**src/rtl/mmie_pkg.sv**
```systemverilog
// package for the memory-to-memory instruction executor
// holds the memory size, field widths, operation codes and shared types
// no dependencies
`default_nettype none

package mmie_pkg;

   localparam int unsigned DATA_WORDS = 1024;
   localparam int unsigned MEM_AW     = $clog2(DATA_WORDS);
   localparam int unsigned ADDR_W     = 10;
   localparam int unsigned OP_W       = 3;
   localparam int unsigned WORD_W     = 32;

   typedef enum logic [OP_W-1:0] {
      OP_ADD   = 3'd0,
      OP_SUB   = 3'd1,
      OP_STORE = 3'd2,
      OP_LOAD  = 3'd3,
      OP_HALT  = 3'd4
   } op_type;

   typedef struct packed {
      logic              active;
      logic [MEM_AW-1:0] index;
   } clr_status_type;

   typedef struct packed {
      logic              en;
      logic [MEM_AW-1:0] addr;
      logic [WORD_W-1:0] data;
   } mem_wr_type;

   function automatic logic addr_ok(input logic [ADDR_W-1:0] a);
      return 32'(a) < 32'(DATA_WORDS);
   endfunction

   function automatic logic [MEM_AW-1:0] mem_index(input logic [ADDR_W-1:0] a);
      logic [31:0] w;
      w = 32'(a);
      return w[MEM_AW-1:0];
   endfunction

endpackage

`default_nettype wire

```
**src/rtl/mmie_clear.sv**
```systemverilog
// clearing sweep that zeroes the data memory after reset
// depends on mmie_pkg
`default_nettype none

module mmie_clear
   import mmie_pkg::*;
(
   input  wire logic     clock,
   input  wire logic     reset,
   output clr_status_type status
);

   logic              active_ff, active_in;
   logic [MEM_AW-1:0] index_ff, index_in;

   always_comb begin
      active_in = active_ff;
      index_in  = index_ff;
      if (active_ff) begin
         if (index_ff == MEM_AW'(DATA_WORDS - 1)) begin
            active_in = 1'b0;
         end else begin
            index_in = index_ff + MEM_AW'(1);
         end
      end
   end

   always_ff @(posedge clock) begin
      if (reset) begin
         active_ff <= 1'b1;
         index_ff  <= '0;
      end else begin
         active_ff <= active_in;
         index_ff  <= index_in;
      end
   end

   assign status.active = active_ff;
   assign status.index  = index_ff;

endmodule

`default_nettype wire

```
**config.mk**
```make
export PLATFORM = sky130hd
export DESIGN_NAME = mmie_clear
export DESIGN_NICKNAME = d
export VERILOG_FILES = /design/src/rtl/mmie_pkg.sv /design/src/rtl/mmie_clear.sv
export SDC_FILE = /design/constraint.sdc
export NUM_CORES = 1
export LEC_CHECK = 0
export BUFFER_PORTS_ARGS = -buffer_cell sky130_fd_sc_hd__buf_2
export CORE_AREA = 2 2 39 41
export CTS_CLUSTER_DIAMETER = 50
export CTS_CLUSTER_SIZE = 12
export DETAILED_ROUTE_END_ITERATION = 10
export DIE_AREA = 0 0 41 43
export HOLD_SLACK_MARGIN = 0.1
export SLEW_MARGIN = 20
export SYNTH_ARGS = -nofsm -noshare
export SYNTH_HDL_FRONTEND = slang
export SYNTH_SLANG_ARGS = --single-unit
```
**constraint.sdc**
```tcl
create_clock -name clock -period 2.3 [get_ports clock]
set_input_delay 0.345 -clock clock [delete_from_list [all_inputs] [get_ports clock]]
set_output_delay 0.345 -clock clock [all_outputs]
set_load 0.05 [all_outputs]
```
* Word level (Yosys, flattened, before mapping)
Cells that the tools add are included.
** Word-level totals
- Output and inout port bits :: 11
- Input bits :: 2
- Flip-flop bits (word level) :: 11
- Logic and storage cells :: 8
** Cells by class
- $add $sub $neg :: 1
- Multiplexer cells :: 2
- Reductions and logical operators :: 1
- Bitwise operators :: 1
- Equality and inequality tests :: 1
** Operators by type and width (count)
- $add 10x1->10 const B :: 1
- $eq 10x10->1 const B :: 1
- $mux 1 :: 2
- $reduce_and 2->1 :: 1
- $not 1->1 :: 1

* Longest topological paths before layout
- Word-level depth :: 3
- Gate-level depth with buffers :: 5
- Gate-level depth less buffers :: 5

* Worst setup path before layout
No wires, ideal clock.
- Path type :: flip-flop to flip-flop
- From :: register index_ff[0]
- To :: register index_ff[1]
- Setup time :: 127 ps
- Required time :: 2173 ps
- Path buffers :: 0
- Slack :: 499 ps
- Data arrival time :: 1675 ps
- Cell stages (with the launch flop) :: 6
- Period minus slack after synthesis :: 1801 ps
- Cells stage by stage :: dfxtp_1 ha_1 nand3_2 o31ai_4 mux2i_1 nor2_1
** Between the ends
- Word-level cells in the longest chain between the ends :: 3
- Elaborated cells between the ends (all ways) :: 4
- Classes of those cells :: add/sub: 1; eq/ne: 1; bitwise: 1; reduce/logical: 1
** Ends and longest elaborated chain
- from (decl) :: line mmie_clear.sv:14 : logic [MEM_AW-1:0] index_ff, index_in;
- from (signal assigned) :: line mmie_clear.sv:34 : index_ff <= index_in;
- parallel branches: the longest is 3 deep, another holds $add 10x1->10
Parallel ways; which one is timed is not known.
A chain may end at the register's enable or synchronous reset.

* Worst setup path in the final report
- From :: register index_ff[0]
- To :: register index_ff[6]
Same word-level chain as after synthesis.

==> impl_results.md <==
- Status: completed
- Fin util: 46.5%
- Total Die Area: 1760 um^2
- CP cell instances: ha_1 > nand3_2 > nor3_4 > or4_1 > a21oi_1
- Internal cell power: 0.271 mW
- CTS clk-pin slew, worst paths: 0.08 ns
- Setup CP Type: flip-flop to flip-flop
- Mux share of post-synthesis cell area: between 1.5 and 2%
- Clock Tree Buf Depth: 2
- Least-Margin Pin Slew: 0.307 ns
- Top-count cell post-synth: dfxtp_1
- DR top layer: met4
- Synth Cell Area: 548 um^2
- R2r setup slk: about 0.71 ns
- Unrepaired setup endpoints after global routing: false
- DRC: 0
- Final hold vios: 0
- Row count: 14
- Tot GR Track Use: 16.8%
- Worst flop-to-flop path startpoint: index_ff[0]$_SDFFE_PP0P_
- WL met2: 522 um
- Final Wtd Congestion: 0.741
- Top FF cell, synth: dfxtp_1
- Adder-Cell Fraction of Synth Area: ~2.3%
- Setup Viol. Count Final: 0
- Worst-path maximum fanout: 9
- Mapped Nets: 62
- Pwr Density: just under 600 nW/um^2
- Ratio of cells with drive above 1 in the final layout: a little over a quarter
- Register bit count reported by yosys: 11
- Cell variety after synth: 28
- # hold bufs at CTS: 0
- DP HPWL: just over 800 um
- Worst r2r path cells: 5
- Relative slew margins: 79.4%
- Syn avg cell area: 9.29 um^2
- Synth cell count leaders: 11 x dfxtp_1, 6 x nor2_1, 4 x a21oi_1, 4 x nand2_1, 4 x nor3_1
- H-tree depth: 1
- Post-synth EDFFs: 0
- Setup bufs post-CTS: 0
- Asr flop ratio synth: 0%
- CTS buffer count: 3
- Worst-Skew Late Latency: 0.27 ns
- Mapped Cells: 59
- Setup TNS Final: 0 ns
- Area grow syn2layout: 17.4%
- Yosys warns: 0
- Worst EP arrival: 1.80 ns
- Die X: 41 um
- Inserted Diodes: 0
- Critical Path Sink Type: flip-flop
- Sequential area share after synthesis: 40.2%
- Initial antenna violation count: 0
- WL/cell: 12.8 um
- Area contributors post-synth: dfxtp_1 40%, nor2_1 4.1%, or4_1 4.1%
- Worst Setup SP: index_ff[0]$_SDFFE_PP0P_
- Power share of the sequential group: 53.9%
- Sink Count: 11
- Initial Util: between 30% and 40%
- Leak: 0.272 nW
- Clock root buffer: clkbuf_4
- XOR/XNOR Fraction of Synth Area: 1.60%
- Buffers on Ports: 12
- First DRT Iteration DRCs: 8
- Final min period: approximately 1.6 ns
- Max frequency: 629 MHz
- Met3 routed WL: 80 um
- Worst reg2reg path endpoint: index_ff[6]$_SDFFE_PP0P_
- Routed Antenna Nets: 0
- Total gr overflow: 0
- Synth top area share: 40.2%
- Largest area contributor in the netlist: dfxtp_1
- Final #Nets: 77
- Slowest-stage cell, CP: or4_1
- Power share of the clock group: about 37%
- Max-capacitance violation count: 0
- Pre-Repair DR Iteration Count: 4
- Fin. max-slew vios: 0
- Sw Ratio: 27.4%
- Final WL: between 1000 and 1500 um
- Share of the clock period used by the worst path: 69.2%
- Core region area: 1380 um^2
- First-pass GRT wire length: 1900 um
- Hold path start: reset
- Largest net degree at the start of global routing: 13
- Max rail drop VDD: between 300 and 400 uV
- Crit path to: index_ff[6]$_SDFFE_PP0P_
- Vias in the first global route: 457
- CTS tree: yes
- Worst Hold Class: input pin to flip-flop
- Crit start category: flip-flop
- Resized cells post-CTS: 0
- Clk_skew: 0.00699 ns
- Die Span Y: 43 um
- M1 WL: around 490 um
- Required @ worst endpoint: 2.51 ns
- Compound-Gate Fraction of Synth Area: 16.0%
- Vias per Instance: approximately 5.6
- Final Total Pwr: 0.373 mW
- Comb power frac: 8.9%
- Synth Area in Simple Gates: 35.4%
- Slowest cell delay on critical path: 0.47 ns
- Largest family of logic cells by synthesized area: simple AND/OR/NAND/NOR gates
- Ports: 13
- Vias: between 400 and 500
- NetSw: a little over 0.1 mW
==> logic make-up after synthesis <==
family	count (synthesis)
AND/OR/NAND/NOR	30
AO/OA/AOI/OAI	12
flip-flops	11
buffers and inverters	3
XOR/XNOR	1
multiplexers	1
adder cells (fa/ha/maj)	1
==> sequential cells by signal, summed over array words and instances, names as in the netlist <==
signal,flops
active_ff,1
index_ff,10
==> cell type report <==
cell class / count / area, um^2
fillers: 146 / 741
clock buffers: 4 / 26.3
multi-input cells: 45 / 313
well taps: 16 / 20.0
flip-flops and latches: 11 / 220
inverters: 1 / 3.75
repair buffers: 12 / 60.1
==> power groups by stage <==
stage | sequential [mW] | clock (mW) | combinational [mW]
CTS | 0.201 | 0.144 | 0.0335
global placement | 0.205 | 0 | 0.0336
detailed placement | 0.205 | 0 | 0.0333
global route | 0.202 | 0.152 | 0.0357
finish | 0.201 | 0.139 | 0.0333
floorplan | 0.220 | 0 | 0.0107
==> cells in the final DEF (no fill, tap or decap), drive strengths merged <==
cell,instances
nor2b,2
mux2i,1
inv,1
and3,1
a31oi,1
ha,1
nand3,3
a211oi,1
nor2,6
or4,3
nand2,4
a21oi,4
o21bai,1
or3,1
xor2,1
nand2b,1
clkbuf,4
o21ai,2
o31ai,3
buf,12
nand4,4
dfxtp,11
nor3,5
==> through the flow <==
| stage | cells | hold WS [ns] | setup slack [ns] | instance area (um^2) |
|---|---|---|---|---|
| floorplan | 59 | 0.513 | 0.499 | 548 |
| global route | 89 | 0.391 | 0.626 | 643 |
| detailed placement | 85 | 0.497 | 0.743 | 617 |
| CTS | 89 | 0.373 | 0.691 | 643 |
| global placement | 85 | 0.497 | 0.779 | 617 |
| finish | 89 | 0.379 | 0.709 | 643 |
==> worst max-delay path: cells and delay by family, from the launching register on <==
kind	cells	cell delay, ns
compound gates	1	0.17
fa+ha+maj	1	0.30
simple gates	3	0.71
flops	1	0.35
==> routing by layer <==
layer  vias up  GRT usage [%]
met5         -              0
met4         0           11.3
met3         6           6.28
met2        17           24.1
met1       225           19.9
li1        250              -
==> how the worst min path moves through the flow <==
stage                                to  slack [ns]  cells past startpoint
3_3_place_gp   index_ff[7]$_SDFFE_PP0P_        0.50                      1
2_1_floorplan  index_ff[3]$_SDFFE_PP0P_        0.51                      3
5_1_grt        index_ff[4]$_SDFFE_PP0P_        0.39                      2
3_5_place_dp   index_ff[7]$_SDFFE_PP0P_        0.50                      1
4_1_cts        index_ff[4]$_SDFFE_PP0P_        0.37                      2
6_report       index_ff[4]$_SDFFE_PP0P_        0.38                      2
(Power assumes the default switching activity.)
