==> src/rtl/mmie_pkg.sv <==
// package for the memory-to-memory instruction executor
// holds the memory size, field widths, operation codes and shared types
// no dependencies
`default_nettype none

package mmie_pkg;

   localparam int unsigned DATA_WORDS = 1024;
   localparam int unsigned MEM_AW     = $clog2(DATA_WORDS);
   localparam int unsigned ADDR_W     = 10;
   localparam int unsigned OP_W       = 3;
   localparam int unsigned WORD_W     = 32;

   typedef enum logic [OP_W-1:0] {
      OP_ADD   = 3'd0,
      OP_SUB   = 3'd1,
      OP_STORE = 3'd2,
      OP_LOAD  = 3'd3,
      OP_HALT  = 3'd4
   } op_type;

   typedef struct packed {
      logic              active;
      logic [MEM_AW-1:0] index;
   } clr_status_type;

   typedef struct packed {
      logic              en;
      logic [MEM_AW-1:0] addr;
      logic [WORD_W-1:0] data;
   } mem_wr_type;

   function automatic logic addr_ok(input logic [ADDR_W-1:0] a);
      return 32'(a) < 32'(DATA_WORDS);
   endfunction

   function automatic logic [MEM_AW-1:0] mem_index(input logic [ADDR_W-1:0] a);
      logic [31:0] w;
      w = 32'(a);
      return w[MEM_AW-1:0];
   endfunction

endpackage

`default_nettype wire

==> src/rtl/mmie_exec.sv <==
// two-stage execute pipeline: read issue, then compute, write back and respond
// forwards the previous cycle's write; depends on mmie_pkg
`default_nettype none

module mmie_exec
   import mmie_pkg::*;
(
   input  wire logic                     clock,
   input  wire logic                     reset,
   input  wire logic                     accept,
   input  wire logic [OP_W-1:0]          operation,
   input  wire logic [ADDR_W-1:0]        first_address,
   input  wire logic [ADDR_W-1:0]        second_address,
   input  wire logic [ADDR_W-1:0]        dest_address,
   input  wire logic signed [WORD_W-1:0] immediate_value,
   output logic      [MEM_AW-1:0]        rd_addr_a,
   output logic      [MEM_AW-1:0]        rd_addr_b,
   input  wire logic [WORD_W-1:0]        rd_data_a,
   input  wire logic [WORD_W-1:0]        rd_data_b,
   output mem_wr_type                    wr,
   output logic                          rsp_strobe,
   output logic signed [WORD_W-1:0]      rsp_value,
   output logic                          rsp_halted
);

   logic              valid_ff;
   logic [OP_W-1:0]   op_ff;
   logic [ADDR_W-1:0] src_a_ff, src_b_ff, dst_ff;
   logic [WORD_W-1:0] imm_ff;

   logic              fwd_valid_ff;
   logic [MEM_AW-1:0] fwd_addr_ff;
   logic [WORD_W-1:0] fwd_data_ff;

   logic              strobe_ff;
   logic [WORD_W-1:0] value_ff, value_in;
   logic              halted_ff, halted_in;

   logic [WORD_W-1:0] x, y;
   logic              writes;

   assign rd_addr_a = mem_index(first_address);
   assign rd_addr_b = mem_index(second_address);

   // operand select with bypass of the write made in the previous cycle
   always_comb begin
      if (!addr_ok(src_a_ff)) begin
         x = '0;
      end else if (fwd_valid_ff && fwd_addr_ff == mem_index(src_a_ff)) begin
         x = fwd_data_ff;
      end else begin
         x = rd_data_a;
      end
      if (!addr_ok(src_b_ff)) begin
         y = '0;
      end else if (fwd_valid_ff && fwd_addr_ff == mem_index(src_b_ff)) begin
         y = fwd_data_ff;
      end else begin
         y = rd_data_b;
      end
   end

   always_comb begin
      value_in  = '0;
      halted_in = 1'b0;
      writes    = 1'b0;
      unique case (op_type'(op_ff))
         OP_ADD: begin
            value_in = x + y;
            writes   = 1'b1;
         end
         OP_SUB: begin
            value_in = x - y;
            writes   = 1'b1;
         end
         OP_STORE: begin
            value_in = imm_ff;
            writes   = 1'b1;
         end
         OP_LOAD: begin
            value_in = x;
         end
         OP_HALT: begin
            halted_in = 1'b1;
         end
         default: begin
            value_in = '0;
         end
      endcase
   end

   assign wr.en   = valid_ff && writes && addr_ok(dst_ff);
   assign wr.addr = mem_index(dst_ff);
   assign wr.data = value_in;

   always_ff @(posedge clock) begin
      if (reset) begin
         valid_ff     <= 1'b0;
         fwd_valid_ff <= 1'b0;
         strobe_ff    <= 1'b0;
      end else begin
         valid_ff     <= accept;
         fwd_valid_ff <= wr.en;
         strobe_ff    <= valid_ff;
      end
      op_ff       <= operation;
      src_a_ff    <= first_address;
      src_b_ff    <= second_address;
      dst_ff      <= dest_address;
      imm_ff      <= immediate_value;
      fwd_addr_ff <= wr.addr;
      fwd_data_ff <= wr.data;
      value_ff    <= value_in;
      halted_ff   <= halted_in;
   end

   assign rsp_strobe = strobe_ff;
   assign rsp_value  = value_ff;
   assign rsp_halted = halted_ff;

endmodule

`default_nettype wire

==> config.mk <==
export PLATFORM = sky130hd
export DESIGN_NAME = mmie_exec
export DESIGN_NICKNAME = d
export VERILOG_FILES = /design/src/rtl/mmie_pkg.sv /design/src/rtl/mmie_exec.sv
export SDC_FILE = /design/constraint.sdc
export NUM_CORES = 1
export LEC_CHECK = 0
export ABC_AREA = 1
export BUFFER_PORTS_ARGS = -buffer_cell sky130_fd_sc_hd__buf_2
export CORE_MARGIN = 2
export CORE_UTILIZATION = 35
export CTS_CLUSTER_SIZE = 30
export DETAILED_ROUTE_END_ITERATION = 6
export HOLD_SLACK_MARGIN = 0.05
export PLACE_DENSITY = 0.66
export SETUP_SLACK_MARGIN = 0.5
export SLEW_MARGIN = 20
export SYNTH_ARGS = -nofsm -noshare
export SYNTH_HDL_FRONTEND = slang
export SYNTH_SLANG_ARGS = --single-unit
==> constraint.sdc <==
create_clock -name clock -period 3.8 [get_ports clock]
set_input_delay 0.38 -clock clock [delete_from_list [all_inputs] [get_ports clock]]
set_output_delay 0.38 -clock clock [all_outputs]
set_load 0.05 [all_outputs]
* After elaboration in Yosys (flattened, before gate mapping)
Index checks and enable logic that the tools add are counted.
** Operators by class
- Mux-type cells :: 5
- $add $sub $neg :: 2
- Equal/unequal tests :: 6
- Reduce and logical (&&, ||, !) cells :: 5
** Operators by type and width (count)
- $pmux W32 S4 :: 1
- $mux W32 :: 2
- $add A32 B32 Y32 :: 1
- $sub A32 B32 Y32 :: 1
- $eq A10 B10 Y1 :: 2
- $eq A3 B2 Y1 const B :: 2
- $eq A3 B1 Y1 const B :: 1
- $eq A3 B3 Y1 const B :: 1
- $logic_and A1 B1 Y1 :: 3
- $logic_not A3 Y1 :: 1
- $reduce_or A3 Y1 :: 1
- $mux W1 :: 2
** Storage, ports and cells
- Input bits :: 132
- Register bits :: 111
- Output and inout port bits :: 97

* Longest topological paths before layout
Gate-level depths: netlist of the first run.
- Depth in word-level cells :: 5
- Depth in mapped cells :: 33
- Depth with buffers taken out :: 32

* Least setup slack after synthesis of the first run
Ideal clock, no wire load.
- Path kind :: reg2out
- Start point :: reg fwd_addr_ff[5]
- End point :: out wr[20] in the netlist's numbering
- Cell stages (with the launch flop) :: 20
- Slack :: -0.426 ns
- Buffers on the path :: 1
- Arrival time :: 3.846 ns
- Path through :: dfxtp_1 inv_1 nand2_1 o21ai_0 nor2_1 nand4_1 nor2_1 nand2_1 buf_2 mux2i_1 ha_1 fa_1 o21ai_0 a21oi_1 o21ai_0 a21oi_1 inv_1 a21oi_1 xor2_1 o211ai_1
** RTL lines
- from (decl) :: line mmie_exec.sv:32 : logic [MEM_AW-1:0] fwd_addr_ff;
- from (signal assigned) :: line mmie_exec.sv:111 : fwd_addr_ff <= wr.addr;
- to (decl) :: line mmie_exec.sv:20 : output mem_wr_type wr,

==> results.json, run 1 <==
{
  "path_clk_slew_ns": 0.08,
  "crit_arrival_ns": 4.42,
  "total_leakage_power_uw": 0.00666,
  "ant_nets": 0,
  "die_x_um": 148,
  "final_util": 0.644,
  "skew_ns": 0.00868,
  "synth_cell_types": 44,
  "grt_pass1_vias": 8710,
  "hpwl_um": 22700,
  "finalSetupViolations": 46,
  "fin_crit_ns": 4.80,
  "synth_area_leaders": "dfxtp_1, nand2_1, inv_1",
  "firstDrtPassIters": 6,
  "fin_ws_ns": -0.996,
  "rsz0062_at_grt": "yes",
  "ys_seq_area_frac": 0.307,
  "num-fill-cells": 1616,
  "final_cell_mix": "buf_4, nand2_1, buf_2",
  "wire_per_inst_um": 17.1,
  "initialDrtViolationCount": 781,
  "grt.overflow.total": 0,
  "insertion_delay_ns": 0.37,
  "fin_cells": 1880,
  "pin_count": 229,
  "cts_inserted_buffers": 9,
  "finalMaxSlewViolations": 0,
  "dp.cells": 1790,
  "drc": 0,
  "place.gp.congestion": 0.940,
  "grtUsageTotal": 0.264,
  "grt_antenna_before_repair": 2,
  "rows": 52,
  "yosysTopAreaCellShare": 0.307,
  "vias": 9485,
  "final_common_cell": "buf_4",
  "postSynthCellCount": 1116,
  "max_freq_ghz": 0.208,
  "die_area_sq_um": 21800,
  "htreeDepth": 3,
  "initial_core_util": 0.357,
  "synth_nets": 1280,
  "io_buffers": 228,
  "coreArea_sq_um": 20200,
  "status": "finished, violations left",
  "grt_start_max_net_pins": 33,
  "ctsHoldBuffers": 0,
  "area_growth_pct": 80.2,
  "slowest_stage": "ha_1",
  "start_kind": "flip-flop",
  "hold_violations": 0,
  "path_common_cell": "nand2_2",
  "powerDensity_nw_per_um2": 330,
  "layout.nets": 1767,
  "critPathMaxFanout": 8,
  "grt_pass1_wl_um": 45200,
  "cts_tree": "built",
  "clockRootBuffer": "clkbuf_16",
  "worst-endpoint-required_ns": 3.42,
  "irDropWorstVdd_mv": 0.210,
  "fin_tns_setup_ns": -23.48,
  "multi_input_area_sq_um": 5760,
  "yosys.area.top_type": "dfxtp_1",
  "violations": "setup timing",
  "ys_warn_count": 0,
  "cts_sinks": 111,
  "rrSetupSlack_ns": -0.25,
  "synth.avg_cell_area_sq_um": 6.48,
  "end_kind": "output pin",
  "max_stage_delay_ns": 0.40,
  "synth_async_sr_flop_share": 0,
  "slew-limit-headroom": 0.626,
  "clockBufferDepth": 2,
  "die_y_um": 148,
  "drt_wl_total_um": 32100,
  "max_cap_violations": 0,
  "hp-class": "in2reg",
  "ys_seq_elements": 111,
  "viasPerCell": 5.05,
  "path_class": "reg2out",
  "drive_gt1_frac": 0.537,
  "syn_area_sq_um": 7230,
  "synth_edf_count": 0,
  "min_period_over_period": 1.26,
  "tightest_slew_ns": 0.560,
  "regArea_sq_um": 2240,
  "synth_ff_type": "dfxtp_1"
}
## metal layers
metal  up-vias  track usage  share of wire  wire [um]
li1       4563            -              -          -
met1      4425        0.354           0.43      13700
met2       416        0.437           0.47      15200
met3        79       0.0463          0.067       2160
met4         2       0.0788          0.030        967
met5         -            0        0.00034         11
## metrics by stage
| stage | hold slack (ns) | total power [uW] | worst slack, ns | area (sq um) |
|---|---|---|---|---|
| floorplan | 0.408 | 2230 | -0.247 | 7630 |
| global placement | 0.332 | 2810 | -0.671 | 10600 |
| detailed placement | 0.335 | 2820 | -0.705 | 10600 |
| CTS | 0.0893 | 4030 | -0.814 | 12000 |
| global route | 0.0895 | 4460 | -1.20 | 13000 |
| finish | 0.0976 | 4300 | -0.996 | 13000 |
## worst max-delay path, delay by kind of cell (launching register included)
family | cells | cell delay [ns]
and+or+nand+nor | 20 | 2.31
buffers and inverters | 4 | 0.53
adders and majority gates | 1 | 0.40
DFF | 1 | 0.36
AOI/OAI and AO/OA | 2 | 0.28
xor gates and xnor gates | 1 | 0.16
## layout make-up
cell class,count,area share
inverters,131,0.0380
multi-input cells,821,0.442
well taps,270,0.0259
flip-flops and latches,111,0.172
clock inverters,7,0.00653
clock buffers,9,0.0173
diodes,2,0.000384
repair buffers,529,0.298
## synth_stat cells (2+ instances only)
| cell | number |
|---|---|
| nand2_1 | 312 |
| inv_1 | 127 |
| nor2_1 | 122 |
| dfxtp_1 | 111 |
| a21oi_1 | 93 |
| nand3_1 | 64 |
| o21ai_0 | 47 |
| ha_1 | 31 |
| nand3b_1 | 26 |
| xor2_1 | 26 |
| buf_4 | 22 |
| clkbuf_1 | 19 |
| nand2_2 | 10 |
| nand4_1 | 10 |
| o211ai_1 | 10 |
| xnor2_1 | 10 |
| nor3_1 | 8 |
| a31oi_1 | 7 |
| buf_2 | 7 |
| o21a_1 | 6 |
| a21o_1 | 4 |
| nor2_2 | 4 |
| nor2_4 | 4 |
| o21ai_1 | 4 |
| buf_6 | 3 |
| inv_2 | 3 |
| nor4_1 | 3 |
| or2_2 | 3 |
| a22o_1 | 2 |
| buf_1 | 2 |
| nand3_2 | 2 |
| o221ai_1 | 2 |
## registers in the layout (all words and copies together), names as in the netlist
name / flops
dst_ff: 10
valid_ff: 1
op_ff: 3
fwd_addr_ff: 10
rsp_value: 32
imm_ff: 32
rsp_strobe: 1
fwd_valid_ff: 1
rsp_halted: 1
src_a_ff: 10
src_b_ff: 10
## worst paths after layout
check | start | end | depth (start not counted)
setup / recovery | src_b_ff[4] | wr[23] | 28
hold reg to reg | dst_ff[7] | fwd_addr_ff[7] | 0
hold / removal | immediate_value[18] | imm_ff[18] | 1
setup reg to reg | src_b_ff[4] | rsp_value[28] | 30
## where the power goes
group / total, uW / switching [uW] / internal (uW)
combinational: 1980 / 1170 / 817
sequential: 1320 / 68.3 / 1250
clock: 997 / 521 / 476
## logic make-up after synthesis
family | after synthesis | synth area share
AND/OR/NAND/NOR | 570 | 0.339
buffers and inverters | 184 | 0.111
flip-flops | 111 | 0.307
multiplexers | 2 | 0.00294
AO/OA/AOI/OAI | 181 | 0.139
XOR/XNOR | 36 | 0.0436
adder cells (fa/ha/maj) | 32 | 0.0564
## what timing repair did
action	4_1_cts	5_1_grt
buffers inserted	34	37
cloned	1	0
endpoints found under the setup margin	57	57
pin swaps	100	100
resized for setup	212	187
(Power assumes the default switching activity.)
==> inputs of run 2 (changes only) <==
- PLACE_DENSITY: 0.66 -> default
- PLACE_DENSITY_LB_ADDON: default -> 0.15
- SKIP_CTS_REPAIR_TIMING: default -> 1
==> results.json, run 2 (synthesis results as in run 1) <==
{
  "status": "finished, violations left",
  "violations": "setup timing",
  "layout.nets": 1729,
  "final_cell_mix": "nand2_1, buf_4, buf_2",
  "critPathMaxFanout": 7,
  "ant_nets": 0,
  "hpwl_um": 22300,
  "place.gp.congestion": 0.927,
  "tightest_slew_ns": 0.772,
  "hold_violations": 0,
  "fin_cells": 1841,
  "drive_gt1_frac": 0.490,
  "rows": 52,
  "total_leakage_power_uw": 0.00639,
  "coreArea_sq_um": 20200,
  "htreeDepth": 3,
  "die_x_um": 148,
  "grtUsageTotal": 0.245,
  "path_clk_slew_ns": 0.10,
  "min_period_over_period": 1.26,
  "firstDrtPassIters": 5,
  "wire_per_inst_um": 15.6,
  "crit_arrival_ns": 4.42,
  "final_util": 0.612,
  "grt_antenna_before_repair": 1,
  "cts_inserted_buffers": 9,
  "initialDrtViolationCount": 395,
  "pin_count": 229,
  "drt_wl_total_um": 28700,
  "clockBufferDepth": 2,
  "cts_sinks": 111,
  "grt_pass1_vias": 8067,
  "path_class": "reg2out",
  "rsz0062_at_grt": "yes",
  "die_y_um": 148,
  "vias": 8857,
  "fin_tns_setup_ns": -23.22,
  "grt_start_max_net_pins": 31,
  "finalSetupViolations": 43,
  "slew-limit-headroom": 0.483,
  "grt.overflow.total": 0,
  "grt_pass1_wl_um": 41800,
  "viasPerCell": 4.81,
  "cts_tree": "built",
  "final_common_cell": "nand2_1",
  "fin_crit_ns": 4.80,
  "drc": 0,
  "io_buffers": 228,
  "die_area_sq_um": 21800,
  "clockRootBuffer": "clkbuf_16",
  "end_kind": "output pin",
  "start_kind": "flip-flop",
  "finalMaxSlewViolations": 0,
  "hp-class": "in2reg",
  "dpl_worst_slack_ns": -0.767,
  "powerDensity_nw_per_um2": 342,
  "max_cap_violations": 0,
  "fin_ws_ns": -1.00,
  "area_growth_pct": 71.2,
  "worst-endpoint-required_ns": 3.42,
  "skew_ns": 0.0144,
  "initial_core_util": 0.357,
  "irDropWorstVdd_mv": 0.319,
  "num-fill-cells": 1919,
  "insertion_delay_ns": 0.37,
  "dp.cells": 1785,
  "max_freq_ghz": 0.208
}
[run 2: cell count changes in the layout (fill, tap and decap cells not counted), sizes merged]
| cell | previous run | this run |
|---|---|---|
| clkinv | 4 | 3 |
| buf | 529 | 489 |
| inv | 134 | 135 |
| diode | 2 | 1 |
| clkbuf | 9 | 11 |
[run 2: critical path: stages (launching register included)]
cell      delay, ns
dfxtp_1        0.41
inv_1          0.08
a21oi_1        0.15
nand3_2        0.12
nor2_4         0.19
buf_12         0.17
nand3b_1       0.13
nand2_4        0.13
nand3_4        0.09
nor2_4         0.12
nand3_2        0.09
nand2_2        0.10
nand2_2        0.08
xor2_1         0.25
ha_2           0.37
buf_4          0.15
nand2_2        0.10
o21a_1         0.18
o21ai_2        0.09
nand2_1        0.08
nand3_2        0.15
nand2_2        0.13
nand2_4        0.06
buf_4          0.14
a21oi_2        0.17
o21ai_4        0.09
nand3_4        0.08
buf_6          0.16
[run 2: per-stage QoR]
step	hold slack [ns]	area, sq um	power [uW]
finish	0.0978	12400	4240
global route	0.0909	12400	4430
CTS	0.0915	10900	3910
detailed placement	0.332	10500	2820
global placement	0.331	10500	2810
floorplan	0.408	7630	2230
[run 2: per-layer routing]
metal  global-route usage  wire length, um  up-vias
met4               0.0543              399        0
met1                0.331            12900     4098
met2                0.415            13900      254
met3               0.0346             1520       30
met5                    0                0        -
li1                     -                -     4475
[run 2: layout make-up]
class                           count  area [sq um]  share of cell area
Multi-Input combinational cell    821          5410               0.437
Timing Repair Buffer              491          3560               0.287
Sequential cell                   111          2240               0.181
Inverter                          131           495              0.0400
Tap cell                          270           338              0.0273
Clock buffer                        9           225              0.0182
Clock inverter                      7           108             0.00869
Antenna cell                        1          2.50            0.000202
[run 2: power by group]
part / total, uW / internal (uW) / switching (uW)
sequential: 1310 / 1250 / 61.2
combinational: 1850 / 773 / 1080
clock: 1080 / 498 / 579
[run 2: final timing paths]
check                  startpoint        endpoint  slack (ns)  depth (start not counted)
hold reg to reg         dst_ff[7]  fwd_addr_ff[7]        0.35                          0
setup reg to reg     fwd_valid_ff   rsp_value[26]       -0.32                         27
hold / removal    dest_address[2]       dst_ff[2]         0.1                          1
setup / recovery     fwd_valid_ff          wr[26]       -1.00                         27
==> inputs of run 3 (changes only) <==
- SETUP_SLACK_MARGIN: 0.5 -> 0.15
==> results.json, run 3 (synthesis results as in run 1) <==
{
  "place.gp.congestion": 0.931,
  "rows": 52,
  "grt_antenna_before_repair": 0,
  "hp-class": "in2reg",
  "slew-limit-headroom": 0.498,
  "drc": 0,
  "drt_wl_total_um": 29500,
  "die_x_um": 148,
  "fin_tns_setup_ns": -22.87,
  "fin_ws_ns": -1.05,
  "die_area_sq_um": 21800,
  "powerDensity_nw_per_um2": 339,
  "dpl_worst_slack_ns": -0.821,
  "startpoint": "fwd_addr_ff[4]",
  "insertion_delay_ns": 0.38,
  "irDropWorstVdd_mv": 0.272,
  "io_buffers": 228,
  "grt_start_max_net_pins": 33,
  "tightest_slew_ns": 0.749,
  "crit_arrival_ns": 4.47,
  "rrSetupSlack_ns": -0.24,
  "critPathMaxFanout": 7,
  "hold_start": "dest_address[0]",
  "finalMaxSlewViolations": 0,
  "firstDrtPassIters": 5,
  "pin_count": 229,
  "initial_core_util": 0.357,
  "rsz0062_at_grt": "yes",
  "cts_inserted_buffers": 9,
  "antenna_cells": 0,
  "grt.overflow.total": 0,
  "cp.buffers_inverters": 7,
  "cts_tree": "built",
  "final_common_cell": "buf_4",
  "violations": "setup timing",
  "max_stage_delay_ns": 0.35,
  "worst-endpoint-required_ns": 3.42,
  "layout.nets": 1728,
  "finalSetupViolations": 40,
  "die_y_um": 148,
  "slowest_stage": "ha_1",
  "path_common_cell": "nand2_2",
  "hold_violations": 0,
  "end_kind": "output pin",
  "clockRootBuffer": "clkbuf_16",
  "hold-worst-slack_ns": 0.102,
  "grt_pass1_wl_um": 42500,
  "skew_ns": 0.0188,
  "final_cell_mix": "buf_4, nand2_1, buf_2",
  "grt_pass1_vias": 8194,
  "timing.rr.start": "fwd_addr_ff[4]",
  "path_clk_slew_ns": 0.09,
  "drive_gt1_frac": 0.484,
  "status": "finished, violations left",
  "start_kind": "flip-flop",
  "clockBufferDepth": 2,
  "area_growth_pct": 71.3,
  "initialDrtViolationCount": 483,
  "min_period_over_period": 1.28,
  "crit_family": "simple AND/OR/NAND/NOR gates",
  "viasPerCell": 4.80,
  "path_class": "reg2out",
  "grtUsageTotal": 0.249,
  "hpwl_um": 22300,
  "coreArea_sq_um": 20200,
  "vias": 8835,
  "max_cap_violations": 0,
  "total_leakage_power_uw": 0.00640,
  "wire_per_inst_um": 16.0,
  "ant_nets": 0,
  "cts_sinks": 111,
  "fin_crit_ns": 4.85,
  "max_freq_ghz": 0.206,
  "htreeDepth": 3
}
[run 3: cell types whose count changed in the layout (fill, tap and decap cells not counted), sizes merged]
cell | before | now
buf | 489 | 484
diode | 1 | 0
clkbuf | 11 | 15
[run 3: layout make-up]
type	instances	area (sq um)
clock inverters	7	108
clock buffers	9	225
multi-input cells	821	5420
well taps	270	338
flip-flops and latches	111	2240
fillers	1891	7850
inverters	131	492
repair buffers	490	3570
[run 3: path summary, 6_finish.rpt]
kind,to,depth (start not counted)
setup / recovery,wr[27],32
hold / removal,dst_ff[0],1
setup reg to reg,rsp_value[30],30
hold reg to reg,fwd_addr_ff[3],0
[run 3: per-layer routing]
layer / track usage / up-vias / part of all wire
met1: 0.348 / 4042 / 0.46
met5: 0 / - / 0
met4: 0.0582 / 0 / 0.019
met3: 0.0333 / 32 / 0.051
li1: - / 4466 / -
met2: 0.407 / 295 / 0.47
[run 3: where the power goes]
group	switching [uW]	leakage (uW)	total, uW	internal, uW
Combinational	1070	0.00531	1810	737
Clock	589	0.000161	1090	498
Sequential	57.7	0.000932	1310	1250
Total	1710	0.00640	4200	2490
[run 3: stage by stage]
step                      instances  utilization  area, sq um  total power (uW)
after floorplan                1116            -         7410              2190
after global placement         1778        0.512        10400              2810
after detailed placement       1778        0.512        10400              2810
after CTS                      1794        0.529        10700              3910
after global routing           1839        0.612        12400              4390
final                          1839        0.612        12400              4200
